===== src/rtl/lsrk_pkg.sv =====
// Shared types, constants and codes for the keyed-delete LIFO stack.
package lsrk_pkg;

	// Number of records the stack holds (2 to 127).
	localparam int DEPTH = 64;
	localparam int IDX_W = $clog2(DEPTH);
	localparam int CNT_W = 7;

	// Command codes.
	localparam logic [2:0] CMD_PUSH   = 3'd0;
	localparam logic [2:0] CMD_POP    = 3'd1;
	localparam logic [2:0] CMD_REMOVE = 3'd2;
	localparam logic [2:0] CMD_CLEAR  = 3'd3;
	localparam logic [2:0] CMD_LIST   = 3'd4;

	// Status codes.
	localparam logic [1:0] STAT_OK       = 2'd0;
	localparam logic [1:0] STAT_FULL     = 2'd1;
	localparam logic [1:0] STAT_EMPTY    = 2'd2;
	localparam logic [1:0] STAT_NOTFOUND = 2'd3;

	typedef struct packed {
		logic [2:0]  command;
		logic [63:0] key_name;
		logic [7:0]  age;
	} lsrk_req_t;

	typedef struct packed {
		logic [1:0]       status;
		logic [63:0]      out_name;
		logic [7:0]       out_age;
		logic [CNT_W-1:0] count;
		logic             last;
	} lsrk_res_t;

	// One stored record.
	typedef struct packed {
		logic [63:0] name;
		logic [7:0]  age;
	} lsrk_entry_t;

	// Movement of the cell row in one cycle.
	typedef enum logic [1:0] {
		CELL_HOLD,
		CELL_DOWN,
		CELL_UP
	} lsrk_mode_t;

	// Control broadcast from the sequencer to the cell row.
	typedef struct packed {
		lsrk_mode_t       mode;
		logic             wr_en;
		logic [IDX_W-1:0] wr_idx;
	} lsrk_cell_ctl_t;

	typedef enum logic [1:0] {
		S_IDLE,
		S_LIST,
		S_REMOVE
	} lsrk_state_t;

endpackage


===== src/rtl/lsrk_cell.sv =====
// One storage cell of the stack row.
module lsrk_cell (
	input  logic                 clk,
	input  lsrk_pkg::lsrk_mode_t mode,
	input  logic                 wr_hit,
	input  lsrk_pkg::lsrk_entry_t up_in,
	input  lsrk_pkg::lsrk_entry_t down_in,
	input  lsrk_pkg::lsrk_entry_t bcast,
	output lsrk_pkg::lsrk_entry_t entry
);
	import lsrk_pkg::*;

	lsrk_entry_t entry_q;

	// Shift toward the bottom on push, toward the top on pop or walk; the
	// tail of the ring picks up the broadcast top record while walking.
	always_ff @(posedge clk) begin
		case (mode)
			CELL_DOWN: entry_q <= down_in;
			CELL_UP: begin
				if (wr_hit) begin
					entry_q <= bcast;
				end else begin
					entry_q <= up_in;
				end
			end
			default: entry_q <= entry_q;
		endcase
	end

	assign entry = entry_q;

endmodule


===== config.mk =====
export PLATFORM = sky130hd
export DESIGN_NAME = lsrk_cell
export DESIGN_NICKNAME = d
export VERILOG_FILES = /design/src/rtl/lsrk_pkg.sv /design/src/rtl/lsrk_cell.sv
export SDC_FILE = /design/constraint.sdc
export NUM_CORES = 1
export LEC_CHECK = 0
export BUFFER_PORTS_ARGS = -buffer_cell sky130_fd_sc_hd__buf_2
export CAP_MARGIN = 25
export CORE_AREA = 2 2 115 117
export DETAILED_ROUTE_END_ITERATION = 6
export DIE_AREA = 0 0 117 119
export GPL_TIMING_DRIVEN = 0
export PLACE_DENSITY = 0.65
export SETUP_SLACK_MARGIN = 0.2
export SLEW_MARGIN = 40
export SYNTH_ARGS = -nofsm -noshare
export SYNTH_HDL_FRONTEND = slang
export SYNTH_SLANG_ARGS = --single-unit

===== constraint.sdc =====
create_clock -name clk -period 2.56 [get_ports clk]
set_input_delay 0.256 -clock clk [delete_from_list [all_inputs] [get_ports clk]]
set_output_delay 0.256 -clock clk [all_outputs]
set_load 0.02 [all_outputs]

==> Word level (Yosys, flattened, before mapping) <==
Index checks and enable logic that the tools add are counted.
{ "totals": {"word_cells": 7, "input_bits": 220, "register_bits": 72, "output_inout_bits": 72} }
{ "op_classes": {"eq_ne": 2, "reduce_logical": 1, "n_mux": 2} }
{ "ops": {"columns": ["operator", "n"], "rows": [
  ["$pmux 72 s2", 1],
  ["$mux 72", 1],
  ["$eq 2x1->1 const B", 1],
  ["$eq 2x2->1 const B", 1],
  ["$reduce_bool 2->1", 1]
]} }

==> Logic depth before layout (Yosys ltp) <==
{ "depth": {"ltp_word": 2, "depth_mapped": 6, "mapped_depth_nobuf": 4} }

==> Worst setup path after synthesis <==
Ideal clock, no wire load.
{ "synth_timing": {"path_type": "input-to-reg", "from": "input port mode[0]", "to": "register entry_q (netlist bit entry[0]) (enable)", "arrival_ps": 1965, "path_buffers": 0, "path_stages": 3, "setup_ps": 426, "setup_slack_ps": 169, "required_ps": 2134, "cell_sequence": "inv_1 ha_1 inv_1"} }
{ "synth_via": {"elab_chain_len": 2, "word_cells_on_any_way": 3, "classes_between": "2 x eq/ne; 1 x reduce/logical"} }
{ "synth_rtl": {"columns": ["item", "line", "source"], "rows": [
  ["start, declared", "lsrk_cell.sv:4", "input lsrk_pkg::lsrk_mode_t mode,"],
  ["$eq 2x2->1 or $eq 2x1->1 (tied branches)", "lsrk_cell.sv:18", "case (mode)"],
  ["$reduce_bool 2->1 (no line) (*)", null, null],
  ["end signal, assigned", "lsrk_cell.sv:19", "CELL_DOWN: entry_q <= down_in;"],
  ["end signal, assigned", "lsrk_cell.sv:22", "entry_q <= bcast;"],
  ["end signal, assigned", "lsrk_cell.sv:24", "entry_q <= up_in;"],
  ["end, declared", "lsrk_cell.sv:13", "lsrk_entry_t entry_q;"]
]} }
Every way passes the cells marked *; elsewhere a longest branch is shown, timed or not.
A chain may end at the register's enable or synchronous reset.

==> Worst setup path after layout <==
{ "layout_timing": {"from": "input port mode[0]", "to": "register entry_q (netlist bit entry[35]), data pin"} }
{ "layout_via": {"elab_chain_len": 2, "word_cells_on_any_way": 3, "classes_between": "2 x eq/ne; 1 x mux"} }
{ "layout_rtl": {"columns": ["item", "line"], "rows": [
  ["$eq 2x2->1 or $eq 2x1->1 (tied branches)", "lsrk_cell.sv:18"],
  ["$pmux 72 s2 (*)", "lsrk_cell.sv:18"]
]} }
Marked as above.

==> impl_summary.log <==
INFO  metric outcome = finished, final reports clean
INFO  metric die-height = between 100 and 150 um
INFO  metric max_slew.worst_pin.slew = about 0.47 ns
INFO  metric tritoncts_clock_tree = done
INFO  metric synth_largest_type_area_fraction = 0.580
INFO  metric average_size_of_a_mapped_cell = about 12 um2
INFO  metric max-slew-margin-rel = 0.688
INFO  metric synthesized_net_count = roughly 540
INFO  metric vdd.ir_drop.worst = around 0.00026 V
INFO  metric total_leakage_power = ~2.8 nW
INFO  metric critical_path_cell_count = 7
INFO  metric timing.critical_path.slowest_stage_cell = buf_2
INFO  metric synth.distinct_cells = 10
INFO  metric synth-edff-count = between 70 and 80
INFO  metric buffer_ports.inserted = 290
INFO  metric finalSetupViolCount = 0
INFO  metric postCtsResizedCells = 0
INFO  metric nNetsFinal = roughly 840
INFO  metric hold_removal_path_class = in2reg
INFO  metric seq_power_share = 0.441
INFO  metric power_density = around 600 mW/mm2
INFO  metric min_period = approximately 1.5 ns
INFO  metric setup.worst_path.start_class = input pin
INFO  metric detail-route-antenna-nets = 0
INFO  metric timing.hold.ws = approximately 0.24 ns
INFO  metric postSynthCellCount = about 320
INFO  metric gr-total-overflow = 0
INFO  metric h_tree_levels = 3
INFO  metric synth_top_cells_by_count = a21oi_1, edfxtp_1, mux2i_1, nor2_1, buf_2
INFO  metric synth_async_sr_flop_share = 0
INFO  metric layout-drive-gt1-share = 0.523
INFO  metric cpPeakStageDelay = approximately 0.32 ns
INFO  metric synth_warnings = 0
INFO  metric post-route-drc-count = 0
INFO  metric synthFlopType = edfxtp_1
INFO  metric path_common_cell = buf_2
INFO  metric die_w = roughly 120 um
INFO  metric gpl.final_weighted_congestion = 0.843
INFO  metric numClockSinks = 72
INFO  metric internal-power = between 2 and 3 mW
INFO  metric grt_start_max_net_pins = 29
INFO  metric unrepaired_setup_endpoints_after_global_routing = false
INFO  metric critPathTopFamily = buffers and inverters
INFO  metric first_global_vias = roughly 3500
INFO  metric floorplan.core_area = ~0.013 mm2
INFO  metric first_pass_grt_wire_length = approximately 17000 um
INFO  metric setup.worst_path.end_class = flip-flop
INFO  metric layout.cell_area.non_filler = between 0.005 and 0.006 mm2
INFO  metric synth.yosys.seq_area_share = 0.580
INFO  metric vias = 3576
INFO  metric combinationalPowerShare = 0.252
INFO  metric post_drt_via_cell_ratio = 4.48
INFO  metric drt_first_iter_violations = 123
INFO  metric drv.max_cap_violation_count = 0
INFO  metric cts_inserted_buffers = 9
INFO  metric n_fill_cell = around 1200
INFO  metric cts.reportedPaths.clkPinSlew = approximately 0.050 ns
INFO  metric floorplan.rows = 42
INFO  metric clkPwrFrac = 0.307
INFO  metric synth.area.top_cells = edfxtp_1, mux2i_1, a21oi_1
INFO  metric swShare = 0.286
INFO  metric cts_max_path_buffers = 2
INFO  metric grt_antenna_before_repair = 0
INFO  metric holdPathStages = 3
INFO  metric ioPinCount = roughly 290
INFO  metric wire_per_inst = roughly 14 um
INFO  metric signed_area_change_from_the_synthesized_netlist_to_the_final_layout = 52.7%
INFO  metric slew_violations = 0
INFO  metric antenna_cells = 0
INFO  metric critical_path_cell_sequence = buf_2 -> inv_1 -> ha_1 -> buf_2 -> buf_2 -> buf_2 -> a21oi_1
INFO  metric crit_fanout = 10
INFO  metric ctsHoldBuffers = 0
INFO  metric synth.cell_area = 0.00373 mm2
INFO  metric finalWirelength = 11400 um
INFO  metric root_buffer = clkbuf_16
INFO  metric hold_viol = 0
INFO  metric criticalPathCategory = in2reg
INFO  metric dieArea = roughly 0.014 mm2
INFO  metric finalCritPeriodShare = 0.567
INFO  metric number_of_detailed_route_iterations_in_the_first_pass = 4
INFO  metric footprint_of_the_multi_input_gates = roughly 0.0014 mm2
INFO  metric grt.total_usage = 0.157
INFO  metric switchingPower = between 1 and 1.5 mW
INFO  metric cp.required = 2.62 ns
INFO  metric yosys_register_bits = 72
INFO  metric register_area = 0.00216 mm2
INFO  metric cts_post_setup_buffers_inserted = 0
INFO  metric largest_reg_flops = 72
INFO  metric cp-startpoint = mode[0]
INFO  metric library_cell_with_the_largest_summed_area_after_synthesis = edfxtp_1
INFO  metric detailed_place_hpwl = ~9100 um
INFO  metric number_of_buffer_and_inverter_instances_along_the_worst_setup_path = 5
INFO  metric floorplan.initialDensity = 0.290
INFO  metric clock.fmax = slightly below 700 MHz
INFO  metric critPathArrivalTime = between 1.5 and 2 ns
INFO  metric placedInstanceArea = around 0.0054 mm2
INFO  metric critical_path_end = entry[35]
==> layer usage <==
metal | global-route usage | wire, um | vias up | share of wire
li1 | - | - | 1752 | -
met1 | 0.167 | 4430 | 1618 | 0.39
met2 | 0.281 | 5690 | 181 | 0.50
met3 | 0.0453 | 960 | 25 | 0.084
met4 | 0.0728 | 318 | 0 | 0.028
met5 | 0 | 0 | - | 0
==> stage by stage <==
stage          setup WS (ns)  total power [mW]  cells  utilization  TNS, ns
2_1_floorplan          0.546              2.06    315            -        0
3_3_place_gp         -0.0162              2.44    781        0.420   -0.785
3_5_place_dp           0.655              2.47    783        0.423        0
4_1_cts                 1.00              3.57    798        0.442        0
5_1_grt                0.955              3.69    798        0.442        0
6_report                1.11              3.52    798        0.442        0
==> power by group through the flow <==
stage / combinational [mW] / clock, mW / sequential [mW]
finish: 0.887 / 1.08 / 1.55
global route: 0.961 / 1.16 / 1.57
CTS: 0.900 / 1.12 / 1.55
detailed placement: 0.899 / 0 / 1.57
global placement: 0.873 / 0 / 1.57
floorplan: 0.248 / 0 / 1.81
==> final cells by class <==
cell class / instances / share of cell area
Clock inverter: 2 / 0.00132
Clock buffer: 13 / 0.0422
Timing Repair Buffer: 292 / 0.262
Sequential cell: 72 / 0.380
Buffer: 24 / 0.0343
Tap cell: 176 / 0.0387
Multi-Input combinational cell: 217 / 0.240
Inverter: 2 / 0.00198
==> cells in the final DEF (no fill, tap or decap), drive strengths merged <==
cell type,synthesis,routed
buf,23,315
mux2i,72,72
nor2,72,72
a21oi,72,72
edfxtp,72,72
clkbuf,1,14
clkinv,0,2
inv,2,1
clkinvlp,0,1
ha,1,1
==> logic make-up after synthesis <==
family	after synthesis	share of synthesized area
compound gates	72	0.0966
buf+inv	26	0.0544
fa+ha+maj	1	0.00336
flops	72	0.580
mux	72	0.193
simple gates	72	0.0725
==> worst min path at each step <==
stage / start / end / slack (ns)
finish: down_in[34] / entry[34] / 0.24
global route: down_in[2] / entry[2] / 0.23
CTS: down_in[2] / entry[2] / 0.22
detailed placement: down_in[2] / entry[2] / 0.58
global placement: down_in[5] / entry[5] / 0.57
floorplan: down_in[0] / entry[0] / 0.48
Note: power is estimated with default switching activity, not from simulation.
