==> src/rtl/lsrk_pkg.sv <==
// Shared types, constants and codes for the keyed-delete LIFO stack.
package lsrk_pkg;

	// Number of records the stack holds (2 to 127).
	localparam int DEPTH = 64;
	localparam int IDX_W = $clog2(DEPTH);
	localparam int CNT_W = 7;

	// Command codes.
	localparam logic [2:0] CMD_PUSH   = 3'd0;
	localparam logic [2:0] CMD_POP    = 3'd1;
	localparam logic [2:0] CMD_REMOVE = 3'd2;
	localparam logic [2:0] CMD_CLEAR  = 3'd3;
	localparam logic [2:0] CMD_LIST   = 3'd4;

	// Status codes.
	localparam logic [1:0] STAT_OK       = 2'd0;
	localparam logic [1:0] STAT_FULL     = 2'd1;
	localparam logic [1:0] STAT_EMPTY    = 2'd2;
	localparam logic [1:0] STAT_NOTFOUND = 2'd3;

	typedef struct packed {
		logic [2:0]  command;
		logic [63:0] key_name;
		logic [7:0]  age;
	} lsrk_req_t;

	typedef struct packed {
		logic [1:0]       status;
		logic [63:0]      out_name;
		logic [7:0]       out_age;
		logic [CNT_W-1:0] count;
		logic             last;
	} lsrk_res_t;

	// One stored record.
	typedef struct packed {
		logic [63:0] name;
		logic [7:0]  age;
	} lsrk_entry_t;

	// Movement of the cell row in one cycle.
	typedef enum logic [1:0] {
		CELL_HOLD,
		CELL_DOWN,
		CELL_UP
	} lsrk_mode_t;

	// Control broadcast from the sequencer to the cell row.
	typedef struct packed {
		lsrk_mode_t       mode;
		logic             wr_en;
		logic [IDX_W-1:0] wr_idx;
	} lsrk_cell_ctl_t;

	typedef enum logic [1:0] {
		S_IDLE,
		S_LIST,
		S_REMOVE
	} lsrk_state_t;

endpackage

==> src/rtl/lsrk_ctrl.sv <==
// Command sequencer: fill count, list and remove walks, result register.
module lsrk_ctrl (
	input  logic                      clk,
	input  logic                      arst_n,
	input  logic                      start,
	input  lsrk_pkg::lsrk_req_t       request,
	input  lsrk_pkg::lsrk_entry_t     top,
	output lsrk_pkg::lsrk_cell_ctl_t  cell_ctl,
	output logic                      busy,
	output logic                      done,
	output lsrk_pkg::lsrk_res_t       result
);
	import lsrk_pkg::*;

	lsrk_state_t      state_q, state_d;
	logic [CNT_W-1:0] count_q, count_d;
	logic [CNT_W-1:0] step_q, step_d;
	logic             found_q, found_d;
	logic [63:0]      key_q, key_d;
	lsrk_entry_t      hit_q, hit_d;
	lsrk_res_t        res_q, res_d;
	logic             done_q, done_d;
	logic             match;

	// Control registers.
	always_ff @(posedge clk or negedge arst_n) begin
		if (!arst_n) begin
			state_q <= S_IDLE;
			count_q <= '0;
			step_q  <= '0;
			found_q <= 1'b0;
			done_q  <= 1'b0;
		end else begin
			state_q <= state_d;
			count_q <= count_d;
			step_q  <= step_d;
			found_q <= found_d;
			done_q  <= done_d;
		end
	end

	// Payload registers.
	always_ff @(posedge clk) begin
		key_q <= key_d;
		hit_q <= hit_d;
		res_q <= res_d;
	end

	// The first matching record seen during a remove walk is the topmost.
	assign match = !found_q && (top.name == key_q);

	// Next state, cell control and result.
	always_comb begin
		state_d         = state_q;
		count_d         = count_q;
		step_d          = step_q;
		found_d         = found_q;
		key_d           = key_q;
		hit_d           = hit_q;
		res_d           = res_q;
		done_d          = 1'b0;
		cell_ctl.mode   = CELL_HOLD;
		cell_ctl.wr_en  = 1'b0;
		cell_ctl.wr_idx = '0;
		case (state_q)
			S_IDLE: begin
				if (start) begin
					res_d.status   = STAT_OK;
					res_d.out_name = '0;
					res_d.out_age  = '0;
					res_d.last     = 1'b1;
					res_d.count    = count_q;
					done_d         = 1'b1;
					case (request.command)
						CMD_PUSH: begin
							if (count_q == CNT_W'(DEPTH)) begin
								res_d.status = STAT_FULL;
							end else begin
								cell_ctl.mode = CELL_DOWN;
								count_d       = count_q + 1'b1;
								res_d.count   = count_q + 1'b1;
							end
						end
						CMD_POP: begin
							if (count_q == '0) begin
								res_d.status = STAT_EMPTY;
							end else begin
								cell_ctl.mode  = CELL_UP;
								count_d        = count_q - 1'b1;
								res_d.count    = count_q - 1'b1;
								res_d.out_name = top.name;
								res_d.out_age  = top.age;
							end
						end
						CMD_REMOVE: begin
							if (count_q == '0) begin
								res_d.status = STAT_NOTFOUND;
							end else begin
								done_d  = 1'b0;
								key_d   = request.key_name;
								step_d  = count_q;
								found_d = 1'b0;
								state_d = S_REMOVE;
							end
						end
						CMD_CLEAR: begin
							count_d     = '0;
							res_d.count = '0;
						end
						CMD_LIST: begin
							if (count_q == '0) begin
								res_d.status = STAT_EMPTY;
							end else begin
								done_d  = 1'b0;
								step_d  = count_q;
								state_d = S_LIST;
							end
						end
						default: begin
							res_d.status = STAT_OK;
						end
					endcase
				end
			end
			S_LIST: begin
				// Rotate the ring once, reporting the top record each cycle.
				cell_ctl.mode   = CELL_UP;
				cell_ctl.wr_en  = 1'b1;
				cell_ctl.wr_idx = IDX_W'(count_q - 1'b1);
				res_d.status    = STAT_OK;
				res_d.out_name  = top.name;
				res_d.out_age   = top.age;
				res_d.count     = count_q;
				res_d.last      = (step_q == CNT_W'(1));
				done_d          = 1'b1;
				step_d          = step_q - 1'b1;
				if (step_q == CNT_W'(1)) begin
					state_d = S_IDLE;
				end
			end
			S_REMOVE: begin
				// Rotate the ring once; the first match is dropped instead of
				// being written back, which shortens the ring by one.
				cell_ctl.mode = CELL_UP;
				if (match) begin
					count_d = count_q - 1'b1;
					found_d = 1'b1;
					hit_d   = top;
				end else begin
					cell_ctl.wr_en  = 1'b1;
					cell_ctl.wr_idx = IDX_W'(count_q - 1'b1);
				end
				step_d = step_q - 1'b1;
				if (step_q == CNT_W'(1)) begin
					done_d      = 1'b1;
					state_d     = S_IDLE;
					res_d.last  = 1'b1;
					res_d.count = match ? (count_q - 1'b1) : count_q;
					if (match) begin
						res_d.status   = STAT_OK;
						res_d.out_name = top.name;
						res_d.out_age  = top.age;
					end else if (found_q) begin
						res_d.status   = STAT_OK;
						res_d.out_name = hit_q.name;
						res_d.out_age  = hit_q.age;
					end else begin
						res_d.status   = STAT_NOTFOUND;
						res_d.out_name = '0;
						res_d.out_age  = '0;
					end
				end
			end
			default: begin
				state_d = S_IDLE;
			end
		endcase
	end

	assign busy   = (state_q != S_IDLE);
	assign done   = done_q;
	assign result = res_q;

endmodule

==> config.mk <==
export PLATFORM = sky130hd
export DESIGN_NAME = lsrk_ctrl
export DESIGN_NICKNAME = d
export VERILOG_FILES = /design/src/rtl/lsrk_pkg.sv /design/src/rtl/lsrk_ctrl.sv
export SDC_FILE = /design/constraint.sdc
export NUM_CORES = 1
export LEC_CHECK = 0
export BUFFER_PORTS_ARGS = -buffer_cell sky130_fd_sc_hd__buf_2
export CORE_ASPECT_RATIO = 1.2
export CORE_MARGIN = 2
export CORE_UTILIZATION = 30
export DETAILED_ROUTE_END_ITERATION = 8
export SLEW_MARGIN = 20
export SYNTH_ARGS = -nofsm -noshare
export SYNTH_HDL_FRONTEND = slang
export SYNTH_SLANG_ARGS = --single-unit
==> constraint.sdc <==
create_clock -name clk -period 5.95 [get_ports clk]
set_clock_uncertainty 0.05 [all_clocks]
set_input_delay 0.595 -clock clk [delete_from_list [all_inputs] [get_ports clk]]
set_output_delay 0.595 -clock clk [all_outputs]
set_load 0.03 [all_outputs]
* Yosys cells after proc, flatten, opt, wreduce, memory -nomap -nowiden
Cells that the tools add are included. Widths: inputs -> output; s select.
Storage, ports and cells: bits in registers 236, input bits 150, output and inout bits 93, logic and storage cells 102
Cells by class: add/sub/neg operators 3, equality and inequality tests 21, multiplexer cells 45, bitwise operators 1, reduce and logical (&&, ||, !) cells 19
Operator list (number):
- $pmux 82 s3 | 1
- $mux 82 | 2
- $mux 74 | 2
- $mux 79 | 1
- $mux 72 | 1
- $eq 64x64->1 | 1
- $mux 7 | 8
- $pmux 7 s2 | 3
- $pmux 7 s3 | 2
- $mux 2 | 8
- $pmux 2 s2 | 4
- $sub 7x1->7 const B | 2
- $reduce_and 4->1 | 3
- $mux 1 | 10
- $ne 2x2->1 const B | 5
- $reduce_and 5->1 | 2
- $ne 3x3->1 const B | 3
- $add 7x1->7 const B | 1
- $eq 7x1->1 const B | 1
- $eq 7x7->1 const B | 1
- $logic_not 7->1 | 1
- $eq 3x2->1 const B | 2
- $pmux 2 s3 | 1
- $reduce_bool 2->1 | 3
- other kinds (18) | 21

* Longest topological paths before layout
Gate-level depths: netlist of the first run.
depth after elaboration 5, gate-level depth with buffers 13, mapped depth without buffers 9

* Worst setup path after synthesis of the first run
No wires, ideal clock.
kind input -> register, from input port top[27] in the netlist's numbering, to register hit_q[0] in the netlist's numbering, enable pin, library setup time 503 ps, data arrival time 4757 ps, required time 5397 ps, setup slack 640 ps, cell stages on the path 7, path buffers 0, cell sequence xnor2_1 -> nand4_1 -> nor4_1 -> nand4_1 -> nor2_1 -> inv_1 -> nor2_1
On the way: longest elaborated chain between the ends 3
Ends and longest elaborated chain:
- start: declaration | line lsrk_ctrl.sv:7 | input lsrk_pkg::lsrk_entry_t top,
- $eq 64x64->1 | line lsrk_ctrl.sv:50 | assign match = !found_q && (top.name == key_q);
- $logic_and 1x1->1 | line lsrk_ctrl.sv:50
- $reduce_and 2->1 (no source line)
- end signal: assignment | line lsrk_ctrl.sv:45 | hit_q <= hit_d;
- end: declaration | line lsrk_ctrl.sv:20 | lsrk_entry_t hit_q, hit_d;
Every way passes these cells. A chain may end at the register's enable or synchronous reset.

==> flow_summary.json, run 1 <==
{
  "status": "completed",
  "power_leakage_nw": 4.74,
  "cpPeakStageDelay_ps": 560,
  "layout-drive-gt1-share_pct": 26.5,
  "maxUsedRoutingLayer": "met5",
  "antenna_found_initial": 3,
  "cts_resized": 0,
  "wl_met2_um": 15200,
  "critical_path.startpoint_type": "register",
  "wl_um": 30500,
  "postSynth.asyncResetShare_pct": 7.63,
  "grt_setup_unrepaired": "no",
  "areaGrowthSynthToFinish_pct": 23.2,
  "power.density_mw_per_mm2": 541,
  "dp.cells": 1529,
  "synth_area_mm2": 0.0106,
  "syn_nets": 1038,
  "hpwl_um": 20800,
  "setup_viol": 0,
  "max_freq_ghz": 0.221,
  "syn_area_per_cell_um2": 12.1,
  "path_class": "register to primary output",
  "die_h_um": 210,
  "wl_per_cell_um": 19.3,
  "h-tree-depth": 1,
  "fin_nets": 1256,
  "clock_sinks": 236,
  "rows": 75,
  "port_buffers": 234,
  "synthFlopType": "edfxtp_1",
  "synth_warnings": 0,
  "syn_inst": 879,
  "critPathArrivalTime_ps": 3880,
  "grt_max_degree": 73,
  "timing.setup.tns_ps": 0,
  "hold_end": "key_q[35]",
  "slew_headroom_pct": 27.2,
  "reg2reg_from": "count_q[0]",
  "place_congestion": 0.861,
  "synth_xor_area_share_pct": 5.85,
  "synth_compound_area_share_pct": 10.9,
  "core-area_mm2": 0.0349,
  "required_ps": 5310,
  "grt_pass1_wl_um": 45600,
  "clk_pin_slew_ps": 60,
  "die_w_um": 176,
  "cts_tree": "done",
  "fin_crit_ps": 4530,
  "drtAntennaViolNets": 0,
  "cts_buffers": 27,
  "dieArea_mm2": 0.0370,
  "ff2ff_path_depth": 8,
  "synth-simple-area-share_pct": 12.8,
  "cts_setup_buffers": 0,
  "postPlaceCellArea_mm2": 0.0122,
  "finalHoldViolations": 0,
  "num_vias": 7808,
  "peakVddDrop_mv": 0.449,
  "met3_length_um": 2220,
  "num_antenna_cells": 0,
  "grt_pass1_vias": 7586,
  "drv_slew": 0,
  "critPathMaxFanout": 6,
  "holdPathStages": 1,
  "cp-end-kind": "primary output",
  "min_period_over_period_pct": 76.1,
  "worstHoldStart": "request[43]",
  "start_util_pct": 30.5,
  "gr-total-overflow": 0,
  "cts-root-buf": "clkbuf_16",
  "worstMarginPinSlew_ps": 1090,
  "design_area_mm2": 0.0131,
  "drt-initial-drc-count": 641,
  "worstSkewPairLatency_ps": 530,
  "synthMuxAreaShare_pct": 0.388,
  "crit_chain": "xnor2_1, nand4_1, nor4_1, nand4_1, nor2_1, inv_1, ha_1, a22oi_1, nor2_1, buf_2",
  "synth_fa_ha_area_share_pct": 1.06,
  "ys_ff_latch": 236,
  "drc": 0,
  "critical-path-slowest-cell": "nor4_1",
  "cap_violations": 0,
  "final_cells": 1576,
  "synth_top_family_by_area": "simple AND/OR/NAND/NOR gates",
  "ff2ff_setup_slack_ps": 2210,
  "r2r-end": "result[29]",
  "hold_buffers": 1,
  "ioPinCount": 243,
  "dr.pass1.iters": 5,
  "synth.yosys.seq_area_share_pct": 65.8,
  "clock_path_buffers": 3,
  "grt_util_all_layers_pct": 16.1,
  "met1_length_um": 12400,
  "synth-edff-count": 218,
  "hp-class": "input pin to register",
  "routed_via_density": 4.95,
  "synthDistinctLibCells": 65
}
layer usage:
metal  vias up  global-route usage (%)
li1       3662                       -
met1      3779                    20.5
met2       314                    28.4
met3        47                    2.69
met4         6                    3.79
met5         -                       0
worst max-delay path, delay by kind of cell (launching register included):
kind | cells | cell delay, ps
compound gates | 1 | 180
xor+xnor | 1 | 400
fa+ha+maj | 1 | 240
buf+inv | 2 | 440
flops | 1 | 380
simple gates | 5 | 1700
area by class of cell:
cell class	count	area, um2
inverter	20	76.3
clock inverter	15	150
timing repair buffer	246	1280
tap	462	578
sequential	236	7000
fill	3428	21800
multi-input combinational	566	3330
clock buffer	31	691
kinds of logic after synthesis:
family / after synthesis
xor+xnor: 71
mux: 4
fa+ha+maj: 9
flops: 236
buf+inv: 77
simple gates: 297
compound gates: 185
cells in the final DEF (no fill, tap or decap), drive strengths merged, types with 19 or more instances in the layout:
master / netlist / final
buf: 21 / 245
edfxtp: 218 / 218
nand2: 174 / 174
o21ai: 96 / 96
xnor2: 71 / 71
clkbuf: 36 / 31
nor2: 28 / 28
nand4: 20 / 20
nand3: 19 / 19
synthesized netlist by cell type (2+ instances only):
cell type,number,area [um2]
buf_2,15,75.1
a311oi_1,3,26.3
nor2_1,27,101
a211o_1,3,26.3
or3_1,4,25.0
o21ai_0,80,400
dfrtp_1,18,450
nor3_1,18,90.1
and3_1,4,25.0
o211ai_1,2,15.0
buf_4,2,15.0
o21ai_1,16,80.1
a32o_1,3,30.0
a32oi_1,2,17.5
a21oi_1,17,85.1
nor2b_1,3,18.8
edfxtp_1,218,6550
mux2i_1,3,30.0
a31oi_1,6,37.5
a22oi_1,8,60.1
o21a_1,2,15.0
and4_1,2,17.5
nand2b_1,5,31.3
nor4_1,8,50.1
nand3b_1,2,15.0
nand3_1,19,95.1
o22ai_1,4,25.0
a211oi_1,8,60.1
buf_6,3,33.8
o31ai_1,4,30.0
nor3b_1,3,22.5
or2_2,2,12.5
o32ai_1,3,26.3
o221ai_1,5,43.8
clkbuf_1,36,135
a221oi_1,4,35.0
ha_1,9,113
nand2_1,174,653
inv_1,19,71.3
xnor2_1,71,622
nand4_1,20,125
where the power goes:
group	switching (mW)	internal, mW	total (mW)
Clock	0.660	0.953	1.61
Combinational	2.09	0.779	2.87
Sequential	0.220	2.38	2.60
flip-flops by register name, summed over array words and instances (netlist names):
name	count
step_q	7
hit_q	72
found_q	1
result	82
key_q	64
count_q	7
state_q	2
done	1
how the worst max path moves through the flow:
stage,startpoint,endpoint,slack (ps),cells past startpoint
after floorplan,top[27],hit_q[0],640,7
after detailed placement,top[27],cell_ctl[0],1510,11
after CTS,key_q[19],cell_ctl[0],1250,10
final,key_q[19],cell_ctl[0],1420,10
after global placement,top[27],cell_ctl[0],1490,11
after global routing,key_q[17],cell_ctl[0],1070,10
per-stage QoR:
stage / power (mW) / hold slack, ps / util (%) / setup WS, ps
2_1_floorplan: 4.60 / 249 / - / 640
3_3_place_gp: 5.50 / 419 / 35.1 / 1490
3_5_place_dp: 5.54 / 451 / 35.1 / 1510
4_1_cts: 7.18 / 151 / 37.5 / 1250
5_1_grt: 7.48 / 165 / 37.5 / 1070
6_report: 7.09 / 187 / 37.5 / 1420
Note: power is estimated with default switching activity, not from simulation.
==> run 2: changes to the inputs <==
==> constraint.sdc (replaced) <==
create_clock -name clk -period 4.1 [get_ports clk]
set_clock_uncertainty 0.05 [all_clocks]
set_input_delay 0.41 -clock clk [delete_from_list [all_inputs] [get_ports clk]]
set_output_delay 0.41 -clock clk [all_outputs]
set_load 0.03 [all_outputs]
==> run 2 against run 1 <==
Effect of this change:
- critical path depth stayed put
- die area stayed put
- worst hold slack worse by 160 ps
- non-clock buffer count is 81 higher
- sequential power is 42% higher
- worst setup slack worse by 970 ps
- combinational power is 56% higher
- first-iteration DRC count is 6.9% lower
- largest cell class unchanged
==> flow_summary.json, run 2 (synthesized netlist as in run 1, its figures left out) <==
{
  "num_vias": 8044,
  "critical-path-slowest-cell": "nor4_1",
  "cts-root-buf": "clkbuf_16",
  "clock_sinks": 236,
  "rows": 75,
  "ioPinCount": 243,
  "regArea_mm2": 0.00700,
  "areaGrowthSynthToFinish_pct": 30.9,
  "worstSkewPairLatency_ps": 540,
  "antenna_found_initial": 4,
  "wl_per_cell_um": 18.8,
  "dr.pass1.iters": 5,
  "clock_path_buffers": 3,
  "cts_tree": "done",
  "fin_nets": 1335,
  "worstMarginPinSlew_ps": 992,
  "final_cell_mix": "buf_2 (234), edfxtp_1 (218), nand2_1 (174)",
  "hp-class": "input pin to register",
  "switching_share_pct": 41.6,
  "die_w_um": 176,
  "drc": 0,
  "routed_via_density": 4.85,
  "drt-initial-drc-count": 597,
  "power_leakage_nw": 5.13,
  "required_ps": 3640,
  "cts_setup_buffers": 0,
  "timing.setup.tns_ps": 0,
  "cts_buffers": 25,
  "finalHoldViolations": 0,
  "clk_pin_slew_ps": 60,
  "die_h_um": 210,
  "hpwl_um": 21600,
  "drv_slew": 0,
  "dieArea_mm2": 0.0370,
  "h-tree-depth": 1,
  "critPathMaxFanout": 5,
  "largest_register_ffs": 82,
  "layout-drive-gt1-share_pct": 27.4,
  "fill_cells": 3373,
  "seq_power_share_pct": 35.1,
  "grt_util_all_layers_pct": 16.2,
  "fin_crit_ps": 3650,
  "grt_pass1_wl_um": 45800,
  "slew_headroom_pct": 33.8,
  "p_int_mw": 6.14,
  "power_mw": 10.5,
  "grt_pass1_vias": 7843,
  "multi_input_area_mm2": 0.00334,
  "worst-path-buf-inv": 2,
  "status": "completed",
  "gr-total-overflow": 0,
  "power.density_mw_per_mm2": 755,
  "wl_um": 31200,
  "crit_chain": "xnor2_1, nand4_1, nor4_1, nand4_1, nor2_1, inv_1, ha_1, a22oi_1, nor2_1, buf_2",
  "peakVddDrop_mv": 0.405,
  "cpPeakStageDelay_ps": 490,
  "setup_viol": 0,
  "place_congestion": 0.895,
  "grt_max_degree": 73,
  "max_freq_ghz": 0.274,
  "min_period_over_period_pct": 89.0,
  "pwr-share-comb_pct": 42.6,
  "cp-end-kind": "primary output",
  "final_common_cell": "buf_2",
  "core-area_mm2": 0.0349,
  "fin_hold_ws_ps": 22.3,
  "crit_family": "simple AND/OR/NAND/NOR gates",
  "critPathArrivalTime_ps": 3190,
  "cap_violations": 0,
  "cts_resized": 0,
  "port_buffers": 234,
  "path_class": "register to primary output",
  "grt_setup_unrepaired": "no",
  "critical_path.startpoint_type": "register",
  "switchingPower_mw": 4.37,
  "p_clk_share_pct": 22.2,
  "start_util_pct": 30.5,
  "drtAntennaViolNets": 0
}
## run 2: changes by cell type in the layout (fill, tap and decap cells not counted), sizes merged
cell         previous run  this run
inv                    18        21
diode                   0         1
buf                   245       269
clkinvlp                2         1
dlygate4sd3             1        58
clkbuf                 31        26
clkinv                 12        13
bufinv                  3         4
## run 2: final cells by class
class,instances,area share (%)
well taps,462,4.15
inverters,20,0.549
clock buffers,26,4.52
multi-input cells,566,24.0
flip-flops and latches,236,50.3
clock inverters,19,1.54
diodes,1,0.0180
repair buffers,327,14.9
## run 2: power groups by stage
stage	clock network [mW]	logic [mW]	registers (mW)
global route	2.48	4.84	3.74
finish	2.34	4.48	3.69
detailed placement	0	4.45	3.74
global placement	0	4.41	3.73
CTS	2.40	4.51	3.70
floorplan	0	2.12	4.57
## run 2: worst paths after layout
kind	start	end	slack [ps]	cells past startpoint
worst max-delay path	key_q[19]	cell_ctl[0]	450	10
worst min-delay path	request[66]	key_q[58]	20	1
worst max register to register	key_q[19]	hit_q[1]	1050	8
worst min register to register	step_q[1]	step_q[1]	440	2
max in group asynchronous	arst_n	step_q[2]	3340	2
min in group asynchronous	arst_n	count_q[2]	320	2
## run 2: per-layer routing
metal  wire [um]  track usage, %
met1       12300            19.3
met2       16000            29.8
met3        2170            2.94
met4         601            4.36
met5          44               0
## run 2: per-stage QoR
stage               instance area [um2]  utilization (%)  instances  setup WS (ps)
floorplan                         10600                -        879            184
global placement                  12500             35.8       1553            677
detailed placement                12500             35.8       1553            658
CTS                               13900             39.8       1656            217
global route                      13900             39.9       1657            153
finish                            13900             39.9       1657            451
## run 2: repair_timing
item,4_1_cts,5_1_grt
hold endpoints to repair,75,0
endpoints found under the setup margin,0,0
hold buffers,58,0
